**config.mk**
```make
export PLATFORM = sky130hd
export DESIGN_NAME = clock_calendar_set_editor
export DESIGN_NICKNAME = d
export VERILOG_FILES = /design/src/design/ccse_pkg.sv /design/src/design/ccse_in_stage.sv /design/src/design/ccse_edit.sv /design/src/design/clock_calendar_set_editor.sv
export SDC_FILE = /design/constraint.sdc
export NUM_CORES = 1
export LEC_CHECK = 0
export ABC_AREA = 1
export BUFFER_PORTS_ARGS = -buffer_cell sky130_fd_sc_hd__clkbuf_2
export CORE_UTILIZATION = 40
export DETAILED_ROUTE_END_ITERATION = 7
export PLACE_DENSITY_LB_ADDON = 0.05
export SLEW_MARGIN = 20
export SYNTH_ARGS = -nofsm -noshare
export SYNTH_HDL_FRONTEND = slang
export SYNTH_SLANG_ARGS = --single-unit
```
**constraint.sdc**
```tcl
create_clock -name clk -period 5 [get_ports clk]
set_clock_uncertainty 0.1 [all_clocks]
set_input_delay 1.25 -clock clk [delete_from_list [all_inputs] [get_ports clk]]
set_output_delay 1.25 -clock clk [all_outputs]
set_load 0.03 [all_outputs]
```
**src/design/ccse_pkg.sv**
```systemverilog
// ----------------------------------------------------------------------------
// ccse_pkg
// Shared types, codes and calendar helpers for the clock set editor.
// ----------------------------------------------------------------------------
package ccse_pkg;

    // Field count and field positions in the calendar store
    localparam int NumFields  = 7;
    localparam int FieldW     = 7;
    localparam int FldYear    = 0;
    localparam int FldMonth   = 1;
    localparam int FldDay     = 2;
    localparam int FldHour    = 3;
    localparam int FldMinute  = 4;
    localparam int FldSecond  = 5;
    localparam int FldWeekday = 6;

    // Preset date and time after reset
    localparam logic [FieldW-1:0] PresetYear    = 7'd19;
    localparam logic [FieldW-1:0] PresetMonth   = 7'd11;
    localparam logic [FieldW-1:0] PresetDay     = 7'd16;
    localparam logic [FieldW-1:0] PresetHour    = 7'd12;
    localparam logic [FieldW-1:0] PresetMinute  = 7'd59;
    localparam logic [FieldW-1:0] PresetSecond  = 7'd55;
    localparam logic [FieldW-1:0] PresetWeekday = 7'd6;

    localparam logic [9:0] BlinkTicksReset = 10'd500;
    localparam logic [2:0] LastField       = 3'd6;

    // Operation codes of one input word
    typedef enum logic [2:0] {
        OP_TICK = 3'd0,
        OP_MODE = 3'd1,
        OP_SEL  = 3'd2,
        OP_UP   = 3'd3,
        OP_DOWN = 3'd4,
        OP_LOAD = 3'd5
    } ccse_op_t;

    // Signed working value for one field during an adjust step
    typedef logic signed [8:0] ccse_wide_t;

    // One input word as held in the input register
    typedef struct packed {
        ccse_op_t   op;
        logic [6:0] load_year;
        logic [3:0] load_month;
        logic [4:0] load_day;
        logic [4:0] load_hour;
        logic [5:0] load_minute;
        logic [5:0] load_second;
        logic [2:0] load_weekday;
    } ccse_item_t;

    // One result word
    typedef struct packed {
        logic [6:0] year;
        logic [3:0] month;
        logic [4:0] day;
        logic [4:0] hour;
        logic [5:0] minute;
        logic [5:0] second;
        logic [2:0] weekday;
        logic       set_mode;
        logic [2:0] selected_field;
        logic       blink_on;
        logic       commit;
    } ccse_result_t;

    // Days in a month; zero for a month code outside 1..12
    function automatic logic [4:0] month_days(input ccse_wide_t yr, input ccse_wide_t mo);
        logic [4:0] d;
        if (mo == 9'sd2) begin
            d = (yr[1:0] == 2'b00) ? 5'd29 : 5'd28;
        end else if (mo == 9'sd4 || mo == 9'sd6 || mo == 9'sd9 || mo == 9'sd11) begin
            d = 5'd30;
        end else if (mo >= 9'sd1 && mo <= 9'sd12) begin
            d = 5'd31;
        end else begin
            d = 5'd0;
        end
        return d;
    endfunction

endpackage

```
**src/design/ccse_in_stage.sv**
```systemverilog
// ----------------------------------------------------------------------------
// ccse_in_stage
// Input register: captures one word per cycle and holds it under back-pressure.
// ----------------------------------------------------------------------------
module ccse_in_stage
    import ccse_pkg::*;
(
    input  logic       clk,
    input  logic       rst_n,
    input  logic       in_valid,
    output logic       in_stall,
    input  ccse_item_t in_item,
    output logic       item_valid,
    input  logic       item_ready,
    output ccse_item_t item
);

    logic       valid_reg;
    logic       valid_next;
    ccse_item_t item_reg;

    // Stall only while a held word cannot move on
    assign in_stall   = valid_reg && !item_ready;
    assign valid_next = in_stall ? valid_reg : in_valid;

    always_ff @(posedge clk or negedge rst_n)
    begin
        if (!rst_n)
        begin
            valid_reg <= 1'b0;
        end
        else
        begin
            valid_reg <= valid_next;
        end
    end

    // Capture a new word whenever the register is free or being emptied
    always_ff @(posedge clk)
    begin
        if (in_valid && !in_stall)
        begin
            item_reg <= in_item;
        end
    end

    assign item_valid = valid_reg;
    assign item       = item_reg;

endmodule

```
**src/design/ccse_edit.sv**
```systemverilog
// ----------------------------------------------------------------------------
// ccse_edit
// Editor state, per-word update logic and result register.
// ----------------------------------------------------------------------------
module ccse_edit
    import ccse_pkg::*;
(
    input  logic         clk,
    input  logic         rst_n,
    input  logic         cfg_wr_en,
    input  logic [9:0]   cfg_wr_data,
    input  logic         item_valid,
    output logic         item_ready,
    input  ccse_item_t   item,
    output logic         out_valid,
    input  logic         out_stall,
    output ccse_result_t result
);

    logic [FieldW-1:0] fld_reg  [NumFields];
    logic [FieldW-1:0] fld_next [NumFields];
    logic [FieldW-1:0] adj      [NumFields];
    ccse_wide_t        f_step   [NumFields];
    ccse_wide_t        f_wrap   [NumFields];
    logic [4:0]        lim;
    ccse_wide_t        lim_w;
    logic              down;

    logic              mode_reg, mode_next;
    logic [2:0]        sel_reg, sel_next;
    logic              blink_reg, blink_next;
    logic [9:0]        tick_reg, tick_next;
    logic [9:0]        tick_sum;
    logic [9:0]        blink_ticks_reg;
    logic              commit_next;
    logic              take;
    logic              out_valid_reg;
    ccse_result_t      result_reg;

    // Advance when the result register is free or being taken
    assign item_ready = !out_valid_reg || !out_stall;
    assign take       = item_valid && item_ready;
    assign down       = (item.op == OP_DOWN);

    // Step the selected field by one
    always_comb
    begin
        for (int i = 0; i < NumFields; i++)
        begin
            f_step[i] = $signed({2'b00, fld_reg[i]});
            if (3'(i) == sel_reg)
            begin
                f_step[i] = down ? f_step[i] - 9'sd1 : f_step[i] + 9'sd1;
            end
        end
    end

    // Wrap every field by the rules of the step direction
    always_comb
    begin
        for (int i = 0; i < NumFields; i++)
        begin
            f_wrap[i] = f_step[i];
        end
        lim   = 5'd0;
        lim_w = 9'sd0;
        if (!down)
        begin
            if (f_step[FldYear] > 9'sd99)  f_wrap[FldYear]  = 9'sd0;
            if (f_step[FldMonth] > 9'sd12) f_wrap[FldMonth] = 9'sd1;
            lim   = month_days(f_wrap[FldYear], f_wrap[FldMonth]);
            lim_w = $signed({4'b0000, lim});
            if (lim != 5'd0 && f_step[FldDay] > lim_w) f_wrap[FldDay] = 9'sd1;
            if (f_step[FldHour] > 9'sd23)    f_wrap[FldHour]    = 9'sd0;
            if (f_step[FldMinute] > 9'sd59)  f_wrap[FldMinute]  = 9'sd0;
            if (f_step[FldSecond] > 9'sd59)  f_wrap[FldSecond]  = 9'sd0;
            if (f_step[FldWeekday] > 9'sd7)  f_wrap[FldWeekday] = 9'sd1;
        end
        else
        begin
            if (f_step[FldYear] < 9'sd0)  f_wrap[FldYear]  = 9'sd99;
            if (f_step[FldMonth] < 9'sd1) f_wrap[FldMonth] = 9'sd12;
            lim   = month_days(f_wrap[FldYear], f_wrap[FldMonth]);
            lim_w = $signed({4'b0000, lim});
            if (lim != 5'd0)
            begin
                if (f_step[FldDay] < 9'sd1)
                begin
                    f_wrap[FldDay] = lim_w;
                end
                else if (lim != 5'd31 && f_step[FldDay] > lim_w)
                begin
                    f_wrap[FldDay] = 9'sd1;
                end
            end
            if (f_step[FldHour] < 9'sd0)    f_wrap[FldHour]    = 9'sd23;
            if (f_step[FldMinute] < 9'sd0)  f_wrap[FldMinute]  = 9'sd59;
            if (f_step[FldSecond] < 9'sd0)  f_wrap[FldSecond]  = 9'sd59;
            if (f_step[FldWeekday] < 9'sd1) f_wrap[FldWeekday] = 9'sd7;
        end
        for (int i = 0; i < NumFields; i++)
        begin
            adj[i] = f_wrap[i][FieldW-1:0];
        end
    end

    assign tick_sum = tick_reg + 10'd1;

    // Next state for one accepted word
    always_comb
    begin
        for (int i = 0; i < NumFields; i++)
        begin
            fld_next[i] = fld_reg[i];
        end
        mode_next   = mode_reg;
        sel_next    = sel_reg;
        blink_next  = blink_reg;
        tick_next   = tick_reg;
        commit_next = 1'b0;
        if (take)
        begin
            case (item.op)
                OP_TICK:
                begin
                    if (tick_sum >= blink_ticks_reg)
                    begin
                        tick_next  = 10'd0;
                        blink_next = !blink_reg;
                    end
                    else
                    begin
                        tick_next = tick_sum;
                    end
                end
                OP_MODE:
                begin
                    if (!mode_reg)
                    begin
                        mode_next  = 1'b1;
                        blink_next = 1'b0;
                    end
                    else
                    begin
                        mode_next   = 1'b0;
                        commit_next = 1'b1;
                    end
                end
                OP_SEL:
                begin
                    if (mode_reg)
                    begin
                        sel_next = (sel_reg == LastField) ? 3'd0 : sel_reg + 3'd1;
                    end
                end
                OP_UP, OP_DOWN:
                begin
                    if (mode_reg)
                    begin
                        for (int i = 0; i < NumFields; i++)
                        begin
                            fld_next[i] = adj[i];
                        end
                    end
                end
                OP_LOAD:
                begin
                    if (!mode_reg)
                    begin
                        fld_next[FldYear]    = item.load_year;
                        fld_next[FldMonth]   = {3'b000, item.load_month};
                        fld_next[FldDay]     = {2'b00, item.load_day};
                        fld_next[FldHour]    = {2'b00, item.load_hour};
                        fld_next[FldMinute]  = {1'b0, item.load_minute};
                        fld_next[FldSecond]  = {1'b0, item.load_second};
                        fld_next[FldWeekday] = {4'b0000, item.load_weekday};
                    end
                end
                default:
                begin
                end
            endcase
        end
    end

    // Hold editor state and the blink limit
    always_ff @(posedge clk or negedge rst_n)
    begin
        if (!rst_n)
        begin
            fld_reg[FldYear]    <= PresetYear;
            fld_reg[FldMonth]   <= PresetMonth;
            fld_reg[FldDay]     <= PresetDay;
            fld_reg[FldHour]    <= PresetHour;
            fld_reg[FldMinute]  <= PresetMinute;
            fld_reg[FldSecond]  <= PresetSecond;
            fld_reg[FldWeekday] <= PresetWeekday;
            mode_reg        <= 1'b0;
            sel_reg         <= 3'd0;
            blink_reg       <= 1'b0;
            tick_reg        <= 10'd0;
            blink_ticks_reg <= BlinkTicksReset;
            out_valid_reg   <= 1'b0;
        end
        else
        begin
            for (int i = 0; i < NumFields; i++)
            begin
                fld_reg[i] <= fld_next[i];
            end
            mode_reg  <= mode_next;
            sel_reg   <= sel_next;
            blink_reg <= blink_next;
            tick_reg  <= tick_next;
            if (cfg_wr_en)
            begin
                blink_ticks_reg <= cfg_wr_data;
            end
            if (item_ready)
            begin
                out_valid_reg <= item_valid;
            end
        end
    end

    // Load the result word on every accepted input word
    always_ff @(posedge clk)
    begin
        if (take)
        begin
            result_reg.year           <= fld_next[FldYear];
            result_reg.month          <= fld_next[FldMonth][3:0];
            result_reg.day            <= fld_next[FldDay][4:0];
            result_reg.hour           <= fld_next[FldHour][4:0];
            result_reg.minute         <= fld_next[FldMinute][5:0];
            result_reg.second         <= fld_next[FldSecond][5:0];
            result_reg.weekday        <= fld_next[FldWeekday][2:0];
            result_reg.set_mode       <= mode_next;
            result_reg.selected_field <= sel_next;
            result_reg.blink_on       <= blink_next;
            result_reg.commit         <= commit_next;
        end
    end

    assign out_valid = out_valid_reg;
    assign result    = result_reg;

endmodule

```
**src/design/clock_calendar_set_editor.sv**
```systemverilog
// ----------------------------------------------------------------------------
// clock_calendar_set_editor
// Time-set controller for a calendar clock: keys, ticks and chip loads in,
// calendar fields, mode, selection, blink and commit out.
// ----------------------------------------------------------------------------
//  channel   handshake               payload
//  input     in_valid / in_stall     op, load_year .. load_weekday
//  result    out_valid / out_stall   year .. weekday, set_mode,
//                                    selected_field, blink_on, commit
//  config    cfg_wr_en               cfg_wr_data (blink_ticks)
//
// Every input word gives one result word on the ports: the input register
// captures it when it is accepted and the update logic loads the result
// register when it takes the word from the input register. One word is
// accepted per cycle while the result side keeps up.
// Reset loads the preset date and time, show mode, field 0 and a limit of 500.
// A stall on the result side holds the result and stalls the input register.
// ----------------------------------------------------------------------------
module clock_calendar_set_editor
    import ccse_pkg::*;
(
    input  logic       clk,
    input  logic       rst_n,
    input  logic       cfg_wr_en,
    input  logic [9:0] cfg_wr_data,
    input  logic       in_valid,
    output logic       in_stall,
    input  logic [2:0] op,
    input  logic [6:0] load_year,
    input  logic [3:0] load_month,
    input  logic [4:0] load_day,
    input  logic [4:0] load_hour,
    input  logic [5:0] load_minute,
    input  logic [5:0] load_second,
    input  logic [2:0] load_weekday,
    output logic       out_valid,
    input  logic       out_stall,
    output logic [6:0] year,
    output logic [3:0] month,
    output logic [4:0] day,
    output logic [4:0] hour,
    output logic [5:0] minute,
    output logic [5:0] second,
    output logic [2:0] weekday,
    output logic       set_mode,
    output logic [2:0] selected_field,
    output logic       blink_on,
    output logic       commit
);

    ccse_item_t   in_item;
    ccse_item_t   item;
    logic         item_valid;
    logic         item_ready;
    ccse_result_t result;

    // Pack the input word
    always_comb
    begin
        in_item.op           = ccse_op_t'(op);
        in_item.load_year    = load_year;
        in_item.load_month   = load_month;
        in_item.load_day     = load_day;
        in_item.load_hour    = load_hour;
        in_item.load_minute  = load_minute;
        in_item.load_second  = load_second;
        in_item.load_weekday = load_weekday;
    end

    ccse_in_stage u_in_stage (
        .clk        (clk),
        .rst_n      (rst_n),
        .in_valid   (in_valid),
        .in_stall   (in_stall),
        .in_item    (in_item),
        .item_valid (item_valid),
        .item_ready (item_ready),
        .item       (item)
    );

    ccse_edit u_edit (
        .clk         (clk),
        .rst_n       (rst_n),
        .cfg_wr_en   (cfg_wr_en),
        .cfg_wr_data (cfg_wr_data),
        .item_valid  (item_valid),
        .item_ready  (item_ready),
        .item        (item),
        .out_valid   (out_valid),
        .out_stall   (out_stall),
        .result      (result)
    );

    // Unpack the result word
    assign year           = result.year;
    assign month          = result.month;
    assign day            = result.day;
    assign hour           = result.hour;
    assign minute         = result.minute;
    assign second         = result.second;
    assign weekday        = result.weekday;
    assign set_mode       = result.set_mode;
    assign selected_field = result.selected_field;
    assign blink_on       = result.blink_on;
    assign commit         = result.commit;

endmodule
```
Word-level counts from Yosys, hierarchy flattened:

Index checks and enable logic that the tools add are counted.

* eq/ne operators: 25
* magnitude comparators: 20
* mux-type cells: 62
* reduce and logical (&&, ||, !) cells: 29
* $add $sub $neg: 16

Operators by type and width (number)
* two-way mux 9 bit: 30
* two-way mux 49 bit: 3
* case mux 49 bit (2 select lines): 1
* two-way mux 61 bit: 1
* adder 7 x 1 -> 8 bit, second input constant: 7
* subtractor 7 x 1 -> 8 bit, second input constant: 7
* two-way mux 5 bit: 8
* == test 9 x 4 -> 1 bit, second input constant: 4
* == test 9 x 5 -> 1 bit, second input constant: 4
* less-than comparator 9 x 1 -> 1 bit, second input constant: 4
* two-way mux 7 bit: 4
* less-than comparator 9 x 2 -> 1 bit, second input constant: 3
* == test 9 x 3 -> 1 bit, second input constant: 2
* greater-or-equal comparator 9 x 2 -> 1 bit, second input constant: 2
* > comparator 9 x 6 -> 1 bit: 2
* > comparator 9 x 7 -> 1 bit, second input constant: 2
* <= comparator 9 x 5 -> 1 bit, second input constant: 2
* two-way mux 3 bit: 4
* adder 10 x 1 -> 10 bit, second input constant: 1
* greater-or-equal comparator 10 bit: 1
* two-way mux 10 bit: 1
* nonzero test 5 bit: 2
* == test 3 bit, first input constant: 3
* == test 3 bit, second input constant: 3
* other kinds (23): 51

* register bits: 157
* logic and storage cells: 191
* input port bits: 54

Longest topological paths before layout:

Gate-level depths: netlist of run 1.

* depth in word-level cells: 22
* mapped depth: 38

Hierarchy:

From an unflattened synthesis of run 1, not the netlist that was laid out.

* cells, all modules: 1185
* area, all modules: 9858.2 um^2

By module, submodules not included
* ccse_edit: cells each 1139, seq. area each 3171.8 um^2, area each 8629.5 um^2, instances 1
* ccse_in_stage: cells each 46, seq. area each 1196.1 um^2, area each 1228.7 um^2, instances 1

Least setup slack after synthesis of run 1:

No wires, ideal clock.

* path kind: reg-to-reg
* start: register u_in_stage.item_reg, in the netlist u_in_stage.item[36]
* end: register u_edit.result[26] (netlist name)
* path slack: 0.367 ns
* stages on the path, launching flop included: 35
* arrival time: 4.275 ns
* library setup time: 0.258 ns
* period minus slack after synthesis: 4.633 ns
* cells stage by stage: edfxtp_1 nor2_2 nand2_2 buf_6 buf_6 buf_6 buf_4 buf_2 nor4_1 ha_1 clkinv_1 nand3_1 nand2_1 nor2_4 nand3_1 nand2_2 nand2_2 a31oi_1 inv_1 ha_1 nand2_1 o21ai_0 a21o_1 a21oi_1 nand2_1 nand2_1 a21oi_1 nand2_2 nand2_2 nand2_2 nand2_1 nand2_1 nand2_1 nand2_1 a21oi_2

RTL lines
* start, declared: line ccse_in_stage.sv:20 `ccse_item_t item_reg;`
* start signal, assigned: line ccse_in_stage.sv:43 `item_reg <= in_item;`

==> flow_metrics.tcl, run 1 <==
set metrics [dict create \
    status "completed" \
    area_growth_syn_to_layout_pct 16.0 \
    worst_ep_arrival_time_ps 4720 \
    max-vdd-ir-drop_mv 0.221 \
    dr.first_iter.drc_count 696 \
    avgRoutedWirePerCell_um 16.1 \
    gate_power_share_pct 49.4 \
    final_layout_size_suffix_gt1_share_pct 19.6 \
    total_leakage_power_nw 5.19 \
    dr_total_vias 8762 \
    report.final.setup_viol 0 \
    clock_power_share_pct 19.8 \
    synth-edff-count 81 \
    final-hold-violation-count 0 \
    drt_pass1_iterations 7 \
    postSynth.asyncResetShare_pct 48.4 \
    synthCells 1248 \
    routed_vias_inst 5.18 \
    largest_register_ff_count 49 \
    maxCapViolCount 0 \
    cts.sink_count 157 \
    buffers_on_ports 97 \
    share_seq_of_total_power_pct 30.8 \
    gp_congestion 0.889 \
    path_max_fanout 9 \
    instances_no_fill 1691 \
    drv_slew 0 \
    fp.dieArea_mm2 0.0256 \
    tritoncts "built" \
    cts_made_buffers 17 \
    biggest_area_contributors_in_the_synthesized_netlist "edfxtp_1 24%, dfrtp_1 12%, nand2_1 11%, dfstp_2 7.1%, nand3_1 5.2%" \
    internal_portion_of_total_power_w 0.00371 \
    cts_root_buf "clkbuf_16" \
    grt_pass1_vias 8411 \
    post-route-drc-count 0 \
    number_of_placed_i_o_pins 98 \
    postSynthNetCount 1340 \
    fin_worst_hold_slack_ps 399 \
    yosysUniqueCellTypes 60 \
    cell_area_after_synthesis_mm2 0.0100 \
    p_total_w 0.00680 \
    worst_slew_pin_slew_ps 1010 \
    timing.final.crit_share_pct 92.8 \
    critical_path.most_common_cell "nand2_1" \
    global_route_wire_length_before_repair_um 44700 \
    floorplan.die.width_um 160 \
    yosys_warnings 0 \
    max-clock-path-buffers 2 \
    largest_net_degree_at_the_start_of_global_routing 58 \
    worst_setup_path_end_kind "flop" \
    clkTransAtPathRegs_ps 70 \
    switch_pwr_w 0.00309 \
    globalRouteOverflowTotal 0 \
    dp.cells 1655 \
    cts_max_level 4 \
    overall_routing_resource_usage_pct 22.2 \
    fillers 2441 \
    synth_top_cell_area_share_pct 24.3 \
    initial_core_util_pct 41.0 \
    hold_path.class "reg -> reg" \
    tmin_final_ps 4640 \
    clk-insertion-delay-late_ps 440 \
    critPathKind "reg -> reg" \
    synth_top_area_cell "edfxtp_1" \
    timing.critical_path.slowest_stage_cell "dfstp_2" \
    post-dp-hpwl_um 19300 \
    wirelength_um 27200 \
    cp_data_required_time_ps 5080 \
    die_h_um 160 \
    cts_hold_buffers 0 \
    synth.avg_cell_area_um2 8.01 \
    yosysSeqAreaShare_pct 43.7 \
    cp-start-kind "flop" \
    row_count 57 \
    synth_top_flop_cell "edfxtp_1" \
    yosys_register_bits 157 \
    final_nets 1446 \
    floorplan.core_area_mm2 0.0244 \
    grt_antenna_before_repair 0 \
    antenna_cells_inserted 0 \
    final_antenna_net_count 0 \
    switching_share_pct 45.5 \
    worst_path_largest_cell_delay_ps 570 \
    powerDensity_mw_per_mm2 586 \
    relSlewSlack_pct 32.3 \
    achievable-frequency_mhz 216 \
]
## path summary, 6_finish.rpt
kind,from,endpoint,slack (ps),cells past startpoint
max,u_edit.fld_reg[36]$_DFF_PN1_,u_edit.result[26]$_DFFE_PP_,360,36
min,u_edit.blink_ticks_reg[8]$_DFFE_PN1P_,u_edit.blink_ticks_reg[8]$_DFFE_PN1P_,400,2
max reg2reg,u_edit.fld_reg[36]$_DFF_PN1_,u_edit.result[26]$_DFFE_PP_,360,36
min reg2reg,u_edit.blink_ticks_reg[8]$_DFFE_PN1P_,u_edit.blink_ticks_reg[8]$_DFFE_PN1P_,400,2
max in group asynchronous,rst_n,u_edit.fld_reg[7]$_DFF_PN1_,3130,2
min in group asynchronous,rst_n,u_edit.fld_reg[29]$_DFF_PN0_,790,1
## through the flow
stage,TNS (ps),setup slack (ps),area (µm²),utilization (%)
floorplan,0,367,10000,-
global placement,0,113,10900,44.7
detailed placement,-3.87,-3.87,10900,44.7
CTS,0,103,11500,47.1
global route,-17.5,-17.5,11600,47.6
finish,0,361,11600,47.6
## logic make-up after synthesis
kind of cell             count (synthesis)  synth area share [%]
AND/OR/NAND/NOR                        598                  26.8
multiplexers                             2                 0.213
AO/OA/AOI/OAI                          218                  12.5
flip-flops                             157                  43.7
XOR/XNOR                                49                  4.37
adder cells (fa/ha/maj)                 38                  4.75
buffers and inverters                  186                  7.72
## placed cells by master (no fill, tap or decap), types with 4 or more instances in the layout
| cell | instances |
|---|---|
| a21oi_1 | 45 |
| a21oi_2 | 6 |
| a22oi_1 | 6 |
| a31oi_1 | 8 |
| buf_4 | 35 |
| clkbuf_16 | 17 |
| clkbuf_2 | 96 |
| dfrtp_1 | 49 |
| dfstp_2 | 27 |
| edfxtp_1 | 81 |
| ha_1 | 35 |
| inv_1 | 132 |
| inv_2 | 8 |
| inv_6 | 6 |
| nand2_1 | 298 |
| nand2_2 | 21 |
| nand2_4 | 4 |
| nand3_1 | 103 |
| nand4_1 | 22 |
| nor2_1 | 90 |
| nor2_2 | 11 |
| nor2_4 | 6 |
| nor3_1 | 20 |
| nor4_1 | 6 |
| o211ai_1 | 8 |
| o21ai_0 | 94 |
| o21ai_1 | 15 |
| o21bai_1 | 4 |
| o22ai_1 | 11 |
| xnor2_1 | 4 |
| xor2_1 | 44 |
## synth_stat cells (20+ instances only)
| library cell | count |
|---|---|
| dfrtp_1 | 49 |
| nor3_1 | 20 |
| xor2_1 | 44 |
| a21oi_1 | 46 |
| o21ai_0 | 95 |
| ha_1 | 38 |
| dfstp_2 | 27 |
| nand4_1 | 22 |
| edfxtp_1 | 81 |
| inv_1 | 133 |
| nand2_1 | 304 |
| nand3_1 | 104 |
| nor2_1 | 93 |
| clkbuf_1 | 26 |
## critical path, delay by kind of cell, from the launching register on
family,cells,cell delay (ps)
adder cells (fa/ha/maj),3,910
buffers and inverters,5,290
AO/OA/AOI/OAI,6,590
AND/OR/NAND/NOR,22,1950
flip-flops,1,570
## per-layer routing
layer,global-route usage [%],up-vias,routed length (µm)
met3,3.27,36,1140
met5,0,-,0
met2,35.6,234,12700
met1,30.6,4081,12900
li1,-,4411,-
met4,7.36,0,522
## layout make-up
type | instances | area (µm²) | area share (%)
clock buffer | 19 | 433 | 3.73
clock inverter | 13 | 153 | 1.32
inverter | 142 | 536 | 4.62
multi-input combinational | 905 | 4960 | 42.8
sequential | 157 | 4370 | 37.7
tap | 324 | 405 | 3.49
timing repair buffer | 131 | 743 | 6.41
## power by group through the flow
| stage | combinational (W) | sequential [W] | clock, W |
|---|---|---|---|
| 3_3_place_gp | 0.00323 | 0.00212 | 0 |
| 5_1_grt | 0.00383 | 0.00215 | 0.00143 |
| 6_report | 0.00336 | 0.00210 | 0.00135 |
| 4_1_cts | 0.00325 | 0.00209 | 0.00138 |
| 3_5_place_dp | 0.00322 | 0.00211 | 0 |
| 2_1_floorplan | 0.00231 | 0.00219 | 0 |
## what timing repair did
item / in CTS / in global routing
gates resized for setup: 1 / 22
setup endpoints to repair: 4 / 12
setup buffers: 0 / 4
pin swaps: 0 / 4
No activity file was read; power rests on OpenSTA's default activity.
==> run 2: changes to the inputs <==
- ABC_AREA: 1 -> unset
==> flow_metrics.tcl, run 2 <==
set metrics [dict create \
    status "completed" \
    relSlewSlack_pct 33.7 \
    avgRoutedWirePerCell_um 18.1 \
    cts.sink_count 157 \
    powerDensity_mw_per_mm2 541 \
    maxCapViolCount 0 \
    grt_pass1_vias 7448 \
    synth-edff-count 81 \
    number_of_placed_i_o_pins 98 \
    area_growth_syn_to_layout_pct 19.1 \
    layout.cells.most_common "nand2_1" \
    global_route_wire_length_before_repair_um 41000 \
    finalSetupTns_ps 0 \
    final_antenna_net_count 0 \
    dr_total_vias 7975 \
    max-clock-path-buffers 2 \
    synth.avg_cell_area_um2 9.70 \
    fin_worst_hold_slack_ps 377 \
    p_total_w 0.00614 \
    met1_usage_pct 29.9 \
    dp.cells 1387 \
    routed_vias_inst 5.59 \
    total_leakage_power_nw 4.55 \
    yosys_register_bits 157 \
    synth_top_flop_cell "edfxtp_1" \
    share_of_the_core_filled_with_cells_pct 48.5 \
    initial_core_util_pct 40.8 \
    floorplan.core_area_mm2 0.0234 \
    yosysUniqueCellTypes 83 \
    drv_slew 0 \
    buffers_on_ports 97 \
    cts_root_buf "clkbuf_16" \
    wirelength_um 25900 \
    drt_pass1_iterations 5 \
    critPathKind "reg -> reg" \
    postSynth.asyncResetShare_pct 48.4 \
    mostFrequentLayoutCells "101 x nand2_1, 96 x clkbuf_2, 81 x edfxtp_1" \
    worst_r2r_startpoint "u_edit.fld_reg[36]$_DFF_PN1_" \
    yosysSeqAreaShare_pct 45.8 \
    cell_area_after_synthesis_mm2 0.00954 \
    worst_ep_arrival_time_ps 4790 \
    synth_top_area_cell "edfxtp_1" \
    path_max_fanout 6 \
    final-hold-violation-count 0 \
    die_h_um 156 \
    synthCells 983 \
    globalRouteOverflowTotal 0 \
    biggest_area_contributors_in_the_synthesized_netlist "edfxtp_1 26%, dfrtp_1 13%, dfstp_2 7.4%, ha_1 5.0%, nand2_1 4.0%" \
    tritoncts "built" \
    antenna_cells_inserted 0 \
    yosys_warnings 0 \
    tmin_final_ps 4720 \
    instances_no_fill 1426 \
    cp_data_required_time_ps 5070 \
    timing.final.crit_share_pct 94.4 \
    largest_register_ff_count 49 \
    floorplan.die.width_um 156 \
    hold_path.class "reg -> reg" \
    fp.dieArea_mm2 0.0245 \
    final_nets 1186 \
    grt_antenna_before_repair 0 \
    clkTransAtPathRegs_ps 70 \
    clk-insertion-delay-late_ps 430 \
    max-vdd-ir-drop_mv 0.207 \
    synth_top_cell_area_share_pct 25.5 \
    synth.most_common_cell "nand2_1" \
    cp-start-kind "flop" \
    busiest_layer "met2" \
    grt.met2_usage_pct 35.3 \
    postSynthNetCount 1075 \
    row_count 56 \
    post-dp-hpwl_um 18000 \
    worst_setup_path_end_kind "flop" \
    yosys-top-cells-count "102 x nand2_1, 81 x edfxtp_1, 67 x o21ai_0" \
    achievable-frequency_mhz 212 \
    report.final.setup_viol 0 \
    final_layout_size_suffix_gt1_share_pct 24.2 \
    post-route-drc-count 0 \
    worst_slew_pin_slew_ps 994 \
    dr.first_iter.drc_count 545 \
    overall_routing_resource_usage_pct 21.7 \
    gp_congestion 0.866 \
    setup.worst_path.start "u_edit.fld_reg[36]$_DFF_PN1_" \
    worstHoldStart "u_in_stage.item_valid$_DFFE_PN0N_" \
    cts_made_buffers 17 \
    largest_net_degree_at_the_start_of_global_routing 52 \
    cts_max_level 4 \
    grt.met3_usage_pct 3.38 \
]
[run 2: cell types whose count changed after synthesis, moves of 20 or more]
cell,previous run,this run
inv_1,133,40
clkbuf_1,26,46
nand2_1,304,102
xor2_1,44,15
nor2_1,93,61
o21ai_0,95,67
xnor2_1,4,29
nand3_1,104,28
[run 2: stage by stage]
step	setup WS, ps	instance area, µm²
after floorplan	16.4	9560
after global placement	80.0	10600
after detailed placement	48.8	10600
after CTS	14.9	11200
after global routing	-25.9	11400
final	279	11400
[run 2: area by class of cell]
type                       instances  area [µm²]
clock buffer                      19         433
sequential                       157        4370
clock inverter                    13         155
timing repair buffer             151         897
fill                            2256       12000
inverter                          40         150
tap                              319         399
multi-input combinational        727        4950
[run 2: report_power, final]
group	internal (W)	switching [W]	total, W
logic	0.00114	0.00160	0.00274
clock network	0.000748	0.000568	0.00132
registers	0.00174	0.000348	0.00209
total	0.00362	0.00251	0.00614
[run 2: kinds of logic after synthesis]
family	count (synthesis)	synth area share [%]
AOI/OAI and AO/OA	264	19.0
xor gates and xnor gates	44	4.04
adders and majority gates	38	4.99
buffers and inverters	99	4.17
DFF	157	45.8
muxes	16	1.71
and+or+nand+nor	365	20.3
[run 2: worst paths after layout]
check                                               end  slack [ps]  cells past startpoint
setup reg to reg            u_edit.result[28]$_DFFE_PP_         280                     22
setup / recovery            u_edit.result[28]$_DFFE_PP_         280                     22
hold reg to reg            u_edit.out_valid$_DFFE_PN0N_         380                      1
hold / removal             u_edit.out_valid$_DFFE_PN0N_         380                      1
min in group asynchronous  u_edit.fld_reg[31]$_DFF_PN0_         790                      1
max in group asynchronous   u_edit.fld_reg[8]$_DFF_PN1_        3100                      2
[run 2: repair_timing]
item                                    4_1_cts  5_1_grt
setup buffers                                 0        7
gates resized for setup                       0       32
endpoints found under the setup margin        0       12
hold buffers                                  0        0
[run 2: worst max-delay path: stages, from the launching register on]
cell	delay (ps)
dfstp_2	410
inv_2	80
ha_4	130
or3b_4	380
or4_4	440
nand3_4	120
nand4_4	130
nor2_4	130
nand2_2	80
ha_4	270
nor2_2	90
a21oi_1	50
nor3_2	210
nand2_1	80
a32o_2	240
ha_1	260
and3_1	150
nand3_2	80
a21oi_1	70
a311o_1	410
o21ai_4	210
a21oi_2	60
a221o_1	280
[run 2: metal layers]
layer / share of wire [%] / vias up
met5: 0 / -
li1: - / 3911
met4: 1.5 / 0
met3: 3.3 / 25
met2: 47 / 195
met1: 48 / 3844
